`src/sv/oce_pkg.sv`:
```
// Shared types and constants for the octahedral cell key encoder.
// No dependencies; oce_if, oce_cell, the top level and the testbench use this package.
package oce_pkg;

	// Field widths
	localparam int POS_W = 32;
	localparam int NRM_W = 16;
	localparam int LVL_W = 8;
	localparam int CODE_W = 16;
	localparam int CFG_W = 32;

	// Octahedral bin division: 8-bit quotient, 18-bit divisor 2*L1
	localparam int BIN_QW = 8;
	localparam int BIN_RW = 18;
	localparam int BIN_DVD_W = BIN_RW + BIN_QW;
	localparam int NUM_BIN_LANES = 2;
	localparam int NUM_AXES = 3;

	// Short normal limit in raw Q2.28 units, reset cell edge (1.0 in Q16.16)
	localparam logic [31:0] SHORT_LIMIT = 32'd2684;
	localparam logic [CFG_W-1:0] CELL_SIZE_RST = 32'd65536;

	// Sideband that rides along the divider chain
	typedef struct packed {
		logic [NUM_AXES-1:0] neg;
		logic                zero;
		logic [LVL_W-1:0]    level;
	} oce_side_t;

endpackage

```
`src/sv/oce_div_step.sv`:
```
// One restoring division step: shift in one dividend bit, subtract if it fits.
// No package dependency.
module oce_div_step #(
	parameter int RW = 18,
	parameter int NB = 8
) (
	input  logic [RW-1:0] rem_i,
	input  logic [NB-1:0] acc_i,
	input  logic [RW-1:0] den_i,
	output logic [RW-1:0] rem_o,
	output logic [NB-1:0] acc_o
);
	logic [RW:0] trial;
	logic [RW:0] diff;
	logic        fits;

	// Trial remainder with the next dividend bit, compare against the divisor
	assign trial = {rem_i, acc_i[NB-1]};
	assign fits  = trial >= {1'b0, den_i};
	assign diff  = trial - {1'b0, den_i};
	assign rem_o = fits ? diff[RW-1:0] : trial[RW-1:0];
	assign acc_o = {acc_i[NB-2:0], fits};
endmodule

```
`src/sv/oce_cell.sv`:
```
// One cell of the divider chain: one quotient bit for each position axis and,
// when enabled, for each octahedral bin. Depends on oce_pkg and oce_div_step.
module oce_cell #(
	parameter int DW = 52,
	parameter bit DO_BIN = 1'b1
) (
	input  logic                                            clk,
	input  logic                                            arst_n,
	input  logic                                            en_next,
	output logic                                            en,
	input  logic                                            v_in,
	output logic                                            v_q,
	input  logic [DW-1:0]                                   den_in,
	input  logic [oce_pkg::NUM_AXES-1:0][DW-1:0]            rem_in,
	input  logic [oce_pkg::NUM_AXES-1:0][oce_pkg::POS_W-1:0] acc_in,
	input  logic [oce_pkg::BIN_RW-1:0]                      bden_in,
	input  logic [oce_pkg::NUM_BIN_LANES-1:0][oce_pkg::BIN_RW-1:0] brem_in,
	input  logic [oce_pkg::NUM_BIN_LANES-1:0][oce_pkg::BIN_QW-1:0] bacc_in,
	input  oce_pkg::oce_side_t                              side_in,
	output logic [DW-1:0]                                   den_q,
	output logic [oce_pkg::NUM_AXES-1:0][DW-1:0]            rem_q,
	output logic [oce_pkg::NUM_AXES-1:0][oce_pkg::POS_W-1:0] acc_q,
	output logic [oce_pkg::BIN_RW-1:0]                      bden_q,
	output logic [oce_pkg::NUM_BIN_LANES-1:0][oce_pkg::BIN_RW-1:0] brem_q,
	output logic [oce_pkg::NUM_BIN_LANES-1:0][oce_pkg::BIN_QW-1:0] bacc_q,
	output oce_pkg::oce_side_t                              side_q
);
	import oce_pkg::*;

	logic [NUM_AXES-1:0][DW-1:0]           rem_n;
	logic [NUM_AXES-1:0][POS_W-1:0]        acc_n;
	logic [NUM_BIN_LANES-1:0][BIN_RW-1:0]  brem_n;
	logic [NUM_BIN_LANES-1:0][BIN_QW-1:0]  bacc_n;

	// Advance when empty or when the next cell advances
	assign en = !v_q || en_next;

	// Position quotient bits
	for (genvar a = 0; a < NUM_AXES; a++) begin : g_axis
		oce_div_step #(.RW(DW), .NB(POS_W)) u_step (
			.rem_i(rem_in[a]), .acc_i(acc_in[a]), .den_i(den_in),
			.rem_o(rem_n[a]), .acc_o(acc_n[a])
		);
	end

	// Bin quotient bits, or hold the finished bins
	for (genvar b = 0; b < NUM_BIN_LANES; b++) begin : g_bin
		if (DO_BIN) begin : g_step
			oce_div_step #(.RW(BIN_RW), .NB(BIN_QW)) u_step (
				.rem_i(brem_in[b]), .acc_i(bacc_in[b]), .den_i(bden_in),
				.rem_o(brem_n[b]), .acc_o(bacc_n[b])
			);
		end else begin : g_hold
			assign brem_n[b] = brem_in[b];
			assign bacc_n[b] = bacc_in[b];
		end
	end

	// Valid bit
	always_ff @(posedge clk or negedge arst_n) begin
		if (!arst_n) begin
			v_q <= 1'b0;
		end else if (en) begin
			v_q <= v_in;
		end
	end

	// Payload
	always_ff @(posedge clk) begin
		if (en) begin
			den_q  <= den_in;
			rem_q  <= rem_n;
			acc_q  <= acc_n;
			bden_q <= bden_in;
			brem_q <= brem_n;
			bacc_q <= bacc_n;
			side_q <= side_in;
		end
	end
endmodule

```
`config.mk`:
```
export PLATFORM = sky130hd
export DESIGN_NAME = oce_cell
export DESIGN_NICKNAME = d
export VERILOG_FILES = /design/src/sv/oce_pkg.sv /design/src/sv/oce_div_step.sv /design/src/sv/oce_cell.sv
export SDC_FILE = /design/constraint.sdc
export NUM_CORES = 1
export LEC_CHECK = 0
export ABC_AREA = 1
export BUFFER_PORTS_ARGS = -buffer_cell sky130_fd_sc_hd__buf_2
export CAP_MARGIN = 40
export CORE_ASPECT_RATIO = 0.8
export CORE_MARGIN = 4
export CORE_UTILIZATION = 25
export CTS_CLUSTER_DIAMETER = 60
export DETAILED_ROUTE_END_ITERATION = 6
export PLACE_DENSITY_LB_ADDON = 0.2
export SYNTH_ARGS = -nofsm -noshare
export SYNTH_HDL_FRONTEND = slang
export SYNTH_SLANG_ARGS = --single-unit
```
`constraint.sdc`:
```
create_clock -name clk -period 14.1 [get_ports clk]
set_input_delay 2.82 -clock clk [delete_from_list [all_inputs] [get_ports clk]]
set_output_delay 2.82 -clock clk [all_outputs]
set_load 0.01 [all_outputs]
```
After elaboration in Yosys (flattened, before gate mapping)
Cells that the tools add are included.
- bits in registers: 387
- input bits: 390
- output and inout port bits: 388
- word-level logic and storage cells: 33
- add/subtract/negate cells: 5
- magnitude comparators: 5
- multiplexer cells: 5
- reduce and logical (&&, ||, !) cells: 2
- operators by type and width (cell ; count):
    $ge 53x52->1 ; 3
    $mux 52 ; 3
    $sub 52x52->52 ; 3
    $ge 19x18->1 ; 2
    $mux 18 ; 2
    $sub 18x18->18 ; 2
    $logic_not 1->1 ; 1
    $logic_or 1x1->1 ; 1

Logic depth before layout (Yosys ltp)
Gate-level depths: netlist of the first run.
- depth in word-level cells: 2
- mapped depth: 16
- gate-level depth less buffers: 16

Cells and area by module
From an unflattened synthesis of the first run, not the netlist that was laid out.
- cells, all modules: 4729
- area, all modules: 33056.7 µm²
- by module, submodules not included (module ; times used ; cells each ; area each (µm²) ; sequential area each (µm²)):
    oce_cell ; 1 ; 391 ; 11636.2 ; 11616.1
    oce_div_step at g_axis[1].u_step ; 1 ; 1247 ; 6130.9 ; 0.0
    oce_div_step at g_axis[0].u_step ; 1 ; 1248 ; 6110.9 ; 0.0
    oce_div_step at g_axis[2].u_step ; 1 ; 1247 ; 5894.4 ; 0.0
    oce_div_step at g_bin[1].g_step.u_step ; 1 ; 298 ; 1667.8 ; 0.0
    oce_div_step at g_bin[0].g_step.u_step ; 1 ; 298 ; 1616.6 ; 0.0

Least setup slack after synthesis of the first run
OpenSTA, ideal clock, no wires.
- kind: input-to-output
- start point: in en_next
- end point: out en
- arrival: 11.037 ns
- data required time: 11.280 ns
- path slack: 0.243 ns
- cell stages on the path: 2
- cell sequence: inv_1 -> nand2_1
- longest elaborated chain between the ends: 1
- ends and longest elaborated chain (element ; line ; RTL):
    start, declared ; oce_cell.sv:9 ; input logic en_next,
    $logic_or 1x1->1 ; oce_cell.sv:36 ; assign en = !v_q || en_next;
    end, declared ; oce_cell.sv:10 ; output logic en,
No other way between the ends.

Worst setup path after layout of the first run
Same ends and word-level chain as after synthesis.

==> flow_summary.yaml, run 1 <==
critical_path:
  reg2reg_from: "v_q"
  reg2reg_depth: 6
  critPathKind: "input port to output pin"
  cp.required_ns: 11.28
  reg2reg_to: "side_q[6]"
  cp_data_arrival_time_ns: 3.62
  crit_fanout: 33
  start_kind: "input port"
  r2r_setup_slack_ns: 10.80
  cp-end-kind: "output pin"
global_routing:
  grt_antenna_before_repair: 51
  grt_use_met1_pct: 30.0
  grt_pass1_vias: 29633
  grt_usage_pct: 21.6
  use_met2_pct: 35.0
  overflow: 0
  grt_pass1_wl_um: 200000
  top_usage_layer: "met2"
  grt_use_met3_pct: 3.75
  grt_max_degree: 70
logic_synthesis:
  synth_nets: 4952
  synth_area_leaders: "edfxtp_1 38%, nand2_1 20%, inv_1 11%, ha_1 7.9%, nor2_1 3.9%"
  synthFlopType: "edfxtp_1"
  ys_async_sr_fraction_pct: 0.258
  synth_most_common_cell: "nand2_1"
  synth_edf_count: 386
  ys_ff_latch: 387
  synth_cell_types: 37
  synth.top_cell.area_share_pct: 38.0
  synth_common_cells: "1,606 x nand2_1, 926 x inv_1, 386 x edfxtp_1"
  syn-instance-count: 4365
  synth_top_area_cell: "edfxtp_1"
  syn_area_per_cell_um2: 6.98
  netlist_area_um2: 30500
  synth_seq_area_share_pct: 38.1
  yosys_warnings: 0
floorplanning:
  die_h_um: 320
  coreArea_um2: 121000
  die_w_um: 398
  row_count: 114
  die_area_um2: 128000
  start_util_pct: 25.2
  ios: 778
finish:
  final_cells: 6858
  design_area_um2: 38400
  syn_to_final_growth_pct: 26.0
  layout-drive-gt1-share_pct: 18.4
  fin_util_pct: 31.7
  finalNetCount: 5757
placed_design:
  dp_cells: 6734
  dpl.hpwl_um: 124000
  routabilityCongestion: 0.979
  port_buffers: 777
  dpl-instance-area_um2: 36300
  pre_cts_slack_ns: 7.60
timing:
  tightest_slew_ns: 0.820
  rsz0062_at_grt: "no"
  timing.hold.ws_ns: 0.840
  setup_violations: 0
  setup_slack_ns: 7.66
  clock.fmax_mhz: 155
  period_share_pct: 45.7
  layout_min_cycle_time_ns: 6.44
  setup_tns_ns: 0
  slew_headroom_pct: 45.4
  timing_hold_violations_final: 0
  clock_skew_ns: 0.0121
  drv_slew: 0
power_and_ir_drop:
  power_mw: 4.31
  internal-power_mw: 2.77
  swShare_pct: 35.6
  p_clk_share_pct: 36.5
  p_switching_mw: 1.54
  ir_drop_uv: 100
  power_frac_comb_pct: 28.7
  seqPwrFrac_pct: 34.8
  leakage_nw: 20.6
  pwr_density_cell_nw_per_um2: 112
flow_run:
  maxCapViolCount: 0
worst_hold_path:
  hold_depth: 2
  hold_path_class: "register to register"
  worstHoldEndpoint: "v_q"
  hold_start: "v_q"
clocking:
  cts_sinks: 387
  max-clock-path-buffers: 3
  cts-resized-gates: 0
  clk_latency_ns: 0.68
  tritoncts: "built"
  postCtsSetupBuffers: 0
  ctsHoldBuffers: 0
  cts_buffers: 58
  h-tree-depth: 2
  cts.reportedPaths.clkPinSlew_ns: 0.06
  root_buffer: "clkbuf_16"
drt:
  dr.first_iter.drc_count: 2493
  routed_wl_um: 144000
  wl_per_cell_um: 21.0
  firstDrtPassIters: 6
  via_per_inst: 4.50
  drc_errors: 0
  ant_nets: 0
  vias: 30880
run_status:
  run_status: "finished clean"
critical path: stages:
cell,delay (ns)
buf_2,0.07
inv_1,0.05
nand2_4,0.37
buf_2,0.28
cell families after synthesis:
logic type	count (synthesis)	synth area share (%)
XOR/XNOR	108	3.10
adder cells (fa/ha/maj)	197	8.21
AO/OA/AOI/OAI	303	5.38
AND/OR/NAND/NOR	2364	32.3
buffers and inverters	1006	12.9
flip-flops	387	38.1
layer usage:
layer | part of all wire (%) | up-vias
met2 | 45 | 1104
li1 | - | 15349
met1 | 46 | 14233
met5 | 0.025 | -
met4 | 2.4 | 6
met3 | 7.0 | 188
how the worst max path moves through the flow:
stage,from,endpoint,depth (start not counted)
6_report,en_next,en,4
5_1_grt,en_next,en,4
4_1_cts,en_next,en,4
3_5_place_dp,en_next,en,4
3_3_place_gp,den_in[44],rem_q[96],13
2_1_floorplan,en_next,en,2
power groups by stage:
stage	registers [mW]	clock network, mW	logic, mW
global placement	1.53	0	1.23
detailed placement	1.53	0	1.23
finish	1.50	1.57	1.24
CTS	1.50	1.63	1.24
global route	1.51	1.67	1.36
floorplan	1.61	0	0.633
cell type report:
type                    instances  area (um2)
diodes                         14        35.0
clock buffers                  62        1470
clock inverters                48         618
fillers                     13442       82600
inverters                     958        3600
multi-input cells            2972       14900
flip-flops and latches        387       11600
well taps                    1624        2030
repair buffers                793        4110
sequential cells by signal, summed over array words and instances, names as in the netlist:
register	count
acc_q	96
bden_q	18
den_q	52
bacc_q	16
rem_q	156
side_q	12
v_q	1
brem_q	36
cells in the final DEF (no fill, tap or decap), drive strengths merged:
master,netlist,layout
o21bai,17,17
a21o,5,5
clkdlybuf4s15,0,2
dfrtp,1,1
nor3,43,43
a31oi,3,3
nand4,117,117
nor4,8,8
buf,30,790
edfxtp,386,386
nand3,199,199
a21boi,6,6
o211ai,4,4
xor2,93,93
bufinv,0,8
nand3b,45,45
clkinvlp,0,5
fa,5,5
nor2,334,334
clkbuf,18,62
and2,4,4
ha,192,192
inv,957,971
clkdlybuf4s18,0,1
o31ai,2,2
o21ai,117,117
nand2,1610,1610
or2,4,4
xnor2,15,15
a21oi,149,149
clkinv,1,22
diode,0,14
Power figures use the tool's default switching activity.
==> run 2, diff against run 1 <==
clock period = 5.3 ns   (was 14.1 ns; I/O delays follow)
==> flow_summary.yaml, run 2 (same netlist as run 1, synthesis figures left out) <==
run_status:
  run_status: "complete, but fails checks"
  violations: "design-rule violations"
power_and_ir_drop:
  seqPwrFrac_pct: 36.1
  ir_drop_uv: 250
  swShare_pct: 36.2
  power_frac_comb_pct: 30.6
  internal-power_mw: 7.01
  p_clk_share_pct: 33.3
  pwr_density_cell_nw_per_um2: 288
  leakage_nw: 20.5
  power_mw: 11.0
  p_switching_mw: 3.97
timing:
  layout_min_cycle_time_ns: 3.65
  slew_headroom_pct: 34.7
  setup_violations: 0
  rsz0062_at_grt: "no"
  clock_skew_ns: 0.0629
  clock.fmax_mhz: 274
  setup_slack_ns: 1.65
  setup_tns_ns: 0
  tightest_slew_ns: 0.980
  timing_hold_violations_final: 0
  timing.hold.ws_ns: 0.146
  period_share_pct: 68.9
  drv_slew: 0
finish:
  largest_reg_flops: 156
  layout-drive-gt1-share_pct: 18.2
  regMostFlops: "rem_q"
  design_area_um2: 38100
  layout_commonest_cell: "nand2_1"
  reg.largest.list: "rem_q (156), acc_q (96), den_q (52)"
  mostFrequentLayoutCells: "1,605 x nand2_1, 926 x inv_1, 777 x buf_2"
  finalNetCount: 5760
  n_fill_cell: 13597
  syn_to_final_growth_pct: 25.0
critical_path:
  start_kind: "input port"
  cp_data_arrival_time_ns: 4.02
  crit_fanout: 68
  reg2reg_depth: 2
  cp.required_ns: 5.67
  critPathKind: "input port to register"
  cp-end-kind: "register"
global_routing:
  grt_max_degree: 150
  grt_usage_pct: 21.9
  grt_antenna_before_repair: 36
  grt_pass1_vias: 29849
  overflow: 0
  grt_pass1_wl_um: 204000
floorplanning:
  ios: 778
  die_area_um2: 128000
  die_w_um: 398
  coreArea_um2: 121000
  start_util_pct: 25.2
  die_h_um: 320
  row_count: 114
clocking:
  tritoncts: "built"
  cts_sinks: 387
  cts.reportedPaths.clkPinSlew_ns: 0.06
  clk_latency_ns: 0.67
  cts-resized-gates: 0
  cts_buffers: 55
  postCtsSetupBuffers: 0
  root_buffer: "clkbuf_16"
  max-clock-path-buffers: 3
  h-tree-depth: 2
  ctsHoldBuffers: 0
drt:
  vias: 31032
  ant_nets: 0
  dr.first_iter.drc_count: 2547
  via_per_inst: 4.53
  drc_errors: 6
  firstDrtPassIters: 7
  routed_wl_um: 146000
  wl_per_cell_um: 21.3
placed_design:
  pre_cts_slack_ns: 1.04
  dpl.hpwl_um: 126000
  routabilityCongestion: 1.02
  dpl-instance-area_um2: 36300
  port_buffers: 777
flow_run:
  maxCapViolCount: 0
worst_hold_path:
  hold_path_class: "input port to asynchronous set/reset pin"
run 2: cell type report:
class,instances,area [um2],area share [%]
tap,1624,2030,5.33
inverter,958,3600,9.44
timing repair buffer,799,4120,10.8
clock buffer,66,1420,3.72
clock inverter,33,377,0.988
sequential,387,11600,30.5
multi-input combinational,2972,14900,39.2
antenna,6,15.0,0.0394
run 2: metrics by stage:
| stage | util (%) | std cells |
|---|---|---|
| 2_1_floorplan | - | 4365 |
| 3_3_place_gp | 30.0 | 6740 |
| 3_5_place_dp | 30.0 | 6740 |
| 4_1_cts | 31.5 | 6839 |
| 5_1_grt | 31.5 | 6842 |
| 6_report | 31.5 | 6845 |
run 2: critical path: stages:
cell     delay (ns)
buf_2          0.15
inv_1          0.19
ha_1           0.52
nand2_1        0.15
nor2_1         0.22
inv_1          0.08
nor2_2         0.16
nand2_1        0.14
nor2_1         0.15
nand2_2        0.36
nand3_4        0.35
buf_12         0.29
o21ai_1        0.11
run 2: final timing paths:
check	from	end	slack (ns)
worst max-delay path	den_in[37]	rem_q[1]	1.65
worst min register to register	v_q	v_q	0.94
max in group asynchronous	arst_n	v_q	5.07
worst min-delay path	arst_n	v_q	0.15
worst max register to register	v_q	rem_q[26]	3.11
min in group clk	bacc_in[9]	bacc_q[10]	0.54
run 2: metal layers:
metal | global-route usage (%) | share of wire [%] | vias to the layer above
met3 | 3.27 | 7.2 | 194
met2 | 34.4 | 44 | 1156
li1 | - | - | 15315
met4 | 4.99 | 2.4 | 2
met1 | 31.8 | 47 | 14365
met5 | 0 | 0.0048 | -
run 2: power by group through the flow:
stage          Combinational [mW]  Clock, mW  Sequential (mW)
2_1_floorplan                1.68          0             4.23
3_3_place_gp                 3.36          0             4.03
3_5_place_dp                 3.34          0             4.03
4_1_cts                      3.36       3.79             3.97
5_1_grt                      3.70       3.93             4.00
6_report                     3.36       3.66             3.96
==> run 3, diff against run 2 <==
ABC_AREA = 0   (was 1)
clock period = 3.06 ns   (was 5.3 ns; I/O delays follow)
==> flow_summary.yaml, run 3 <==
logic_synthesis:
  yosys_warnings: 0
  ys_async_sr_fraction_pct: 0.258
  synth_edf_count: 386
  synth_cell_types: 84
  synth_common_cells: "386 x edfxtp_1, 255 x a21oi_1, 192 x ha_1"
  synth_top_area_cell: "edfxtp_1"
  netlist_area_um2: 24500
  synth.top_cell.area_share_pct: 47.3
  syn-instance-count: 2322
  synth_most_common_cell: "edfxtp_1"
  synthFlopType: "edfxtp_1"
  syn_area_per_cell_um2: 10.6
  synth_area_leaders: "edfxtp_1 47%, ha_1 9.8%, a21oi_1 5.2%, xnor2_1 3.8%, mux2_2 3.4%"
  ys_ff_latch: 387
  synth_nets: 2909
  synth_seq_area_share_pct: 47.4
finish:
  layout-drive-gt1-share_pct: 49.9
  fin_util_pct: 40.4
  largest_reg_flops: 156
  mostFrequentLayoutCells: "769 x buf_2, 694 x buf_4, 386 x edfxtp_1"
  finalNetCount: 4406
  syn_to_final_growth_pct: 59.8
  design_area_um2: 39200
  multi_input_area_um2: 13600
  n_fill_cell: 9703
  reg.largest.list: "rem_q (156), acc_q (96), den_q (52)"
  regArea_um2: 11600
  layout_commonest_cell: "buf_2"
  regMostFlops: "rem_q"
worst_hold_path:
  hold_path_class: "input port to register"
clocking:
  clk_latency_ns: 0.62
  cts.reportedPaths.clkPinSlew_ns: 0.06
  max-clock-path-buffers: 3
  cts_sinks: 387
  tritoncts: "built"
  root_buffer: "clkbuf_16"
  h-tree-depth: 2
  cts_buffers: 52
critical_path:
  cp.required_ns: 3.42
  critPathMostFrequentCell: "a31oi_4"
  crit_fanout: 8
  cp_data_arrival_time_ns: 3.50
  critPathKind: "input port to register"
  crit_chain: "buf_2, inv_4, buf_4, ha_4, nand2_1, o21ai_2, a21o_1, a221oi_4, a2111o_1, a31oi_4, a31oi_4, o31a_4, inv_8, buf_12, mux2_4"
  crit_slowest_cell: "a2111o_1"
  cp_num_buf_inv: 5
  cp-end-kind: "register"
  critical_path.top_delay_family: "compound AO/OA/AOI/OAI gates"
  cp_slowest_stage_delay_ns: 0.46
  start_kind: "input port"
drt:
  wl_per_cell_um: 20.3
  ant_nets: 0
  via_per_inst: 4.57
  drc_errors: 0
  dr.first_iter.drc_count: 1257
  firstDrtPassIters: 5
  routed_wl_um: 105000
  vias: 23634
power_and_ir_drop:
  power_mw: 19.8
  ir_drop_uv: 396
  leakage_nw: 17.9
  pwr_density_cell_nw_per_um2: 506
floorplanning:
  die_w_um: 358
  die_h_um: 288
  ios: 778
  start_util_pct: 25.3
  coreArea_um2: 97100
  row_count: 102
  die_area_um2: 103000
run_status:
  run_status: "complete, but fails checks"
  violations: "negative setup slack"
global_routing:
  grt_pass1_wl_um: 148000
  grt_usage_pct: 19.2
  grt_antenna_before_repair: 26
  overflow: 0
  grt_pass1_vias: 23813
  grt_max_degree: 79
timing:
  drv_slew: 0
  slew_headroom_pct: 61.2
  setup_slack_ns: -0.0799
  layout_min_cycle_time_ns: 3.14
  clock.fmax_mhz: 318
  period_share_pct: 103
  setup_tns_ns: -2.10
  setup_violations: 75
  rsz0062_at_grt: "yes"
  clock_skew_ns: 0.0267
  tightest_slew_ns: 0.578
  timing_hold_violations_final: 0
placed_design:
  dpl.hpwl_um: 88600
  pre_cts_slack_ns: -1.05
  routabilityCongestion: 0.870
  dpl-instance-area_um2: 36000
  port_buffers: 777
flow_run:
  maxCapViolCount: 0
[run 3: changes by cell type after synthesis, sizes merged, moves of 91 or more]
cell | before | now
xnor2 | 15 | 106
inv | 957 | 136
a21o | 5 | 96
a21oi | 149 | 256
nand2 | 1610 | 164
nor2 | 334 | 187
nand3 | 199 | 46
[run 3: repair_timing]
| item | in CTS | in global routing |
|---|---|---|
| endpoints found under the setup margin | 144 | 157 |
| gates resized for setup | 115 | 116 |
| gates cloned | 1 | 4 |
| hold buffers | 1 | 0 |
| endpoints found under the hold margin | 1 | 0 |
| pin swaps | 36 | 20 |
| setup buffers | 25 | 8 |
[run 3: routing by layer]
layer / vias to the layer above / GRT usage (%) / wire length (um)
li1: 11714 / - / -
met1: 11148 / 24.0 / 43900
met2: 628 / 33.3 / 50900
met3: 124 / 5.11 / 7860
met4: 20 / 4.22 / 1980
met5: - / 0 / 133
[run 3: layout make-up]
| cell class | instances | area share [%] |
|---|---|---|
| flip-flops and latches | 387 | 29.6 |
| clock buffers | 62 | 3.42 |
| multi-input cells | 1723 | 34.7 |
| diodes | 11 | 0.0702 |
| clock inverters | 32 | 1.10 |
| inverters | 136 | 1.44 |
| repair buffers | 1519 | 25.5 |
| well taps | 1300 | 4.15 |
[run 3: where the power goes]
part	switching, mW	leakage [nW]	total, mW	internal, mW
combinational	3.39	13.2	6.56	3.17
sequential	0.222	3.88	6.92	6.70
clock	2.46	0.858	6.35	3.89
total	6.07	17.9	19.8	13.8
[run 3: path summary, 6_finish.rpt]
check                                 from          to  slack [ns]  cells past startpoint
max in group asynchronous           arst_n         v_q        2.65                      2
worst max register to register         v_q   den_q[48]        1.37                      2
min in group asynchronous           arst_n         v_q        0.33                      2
worst min-delay path            bacc_in[9]  bacc_q[10]        0.18                      1
worst max-delay path             den_in[7]    rem_q[8]       -0.08                     15
worst min register to register         v_q   rem_q[75]        0.98                      1
[run 3: per-stage QoR]
step,hold WS (ns),instances
4_1_cts,0.107,5149
6_report,0.182,5170
3_3_place_gp,0.388,5030
5_1_grt,0.122,5162
2_1_floorplan,0.316,2322
3_5_place_dp,0.389,5030
[run 3: kinds of logic (layout without fill, tap and decap cells)]
family / Yosys count / after routing / synth area share, %
compound gates: 690 / 690 / 17.9
xor+xnor: 161 / 161 / 5.75
fa+ha+maj: 197 / 197 / 10.2
buf+inv: 212 / 1749 / 3.69
flops: 387 / 387 / 47.4
mux: 84 / 84 / 3.80
other cells: 0 / 11 / 0
simple gates: 591 / 591 / 11.3
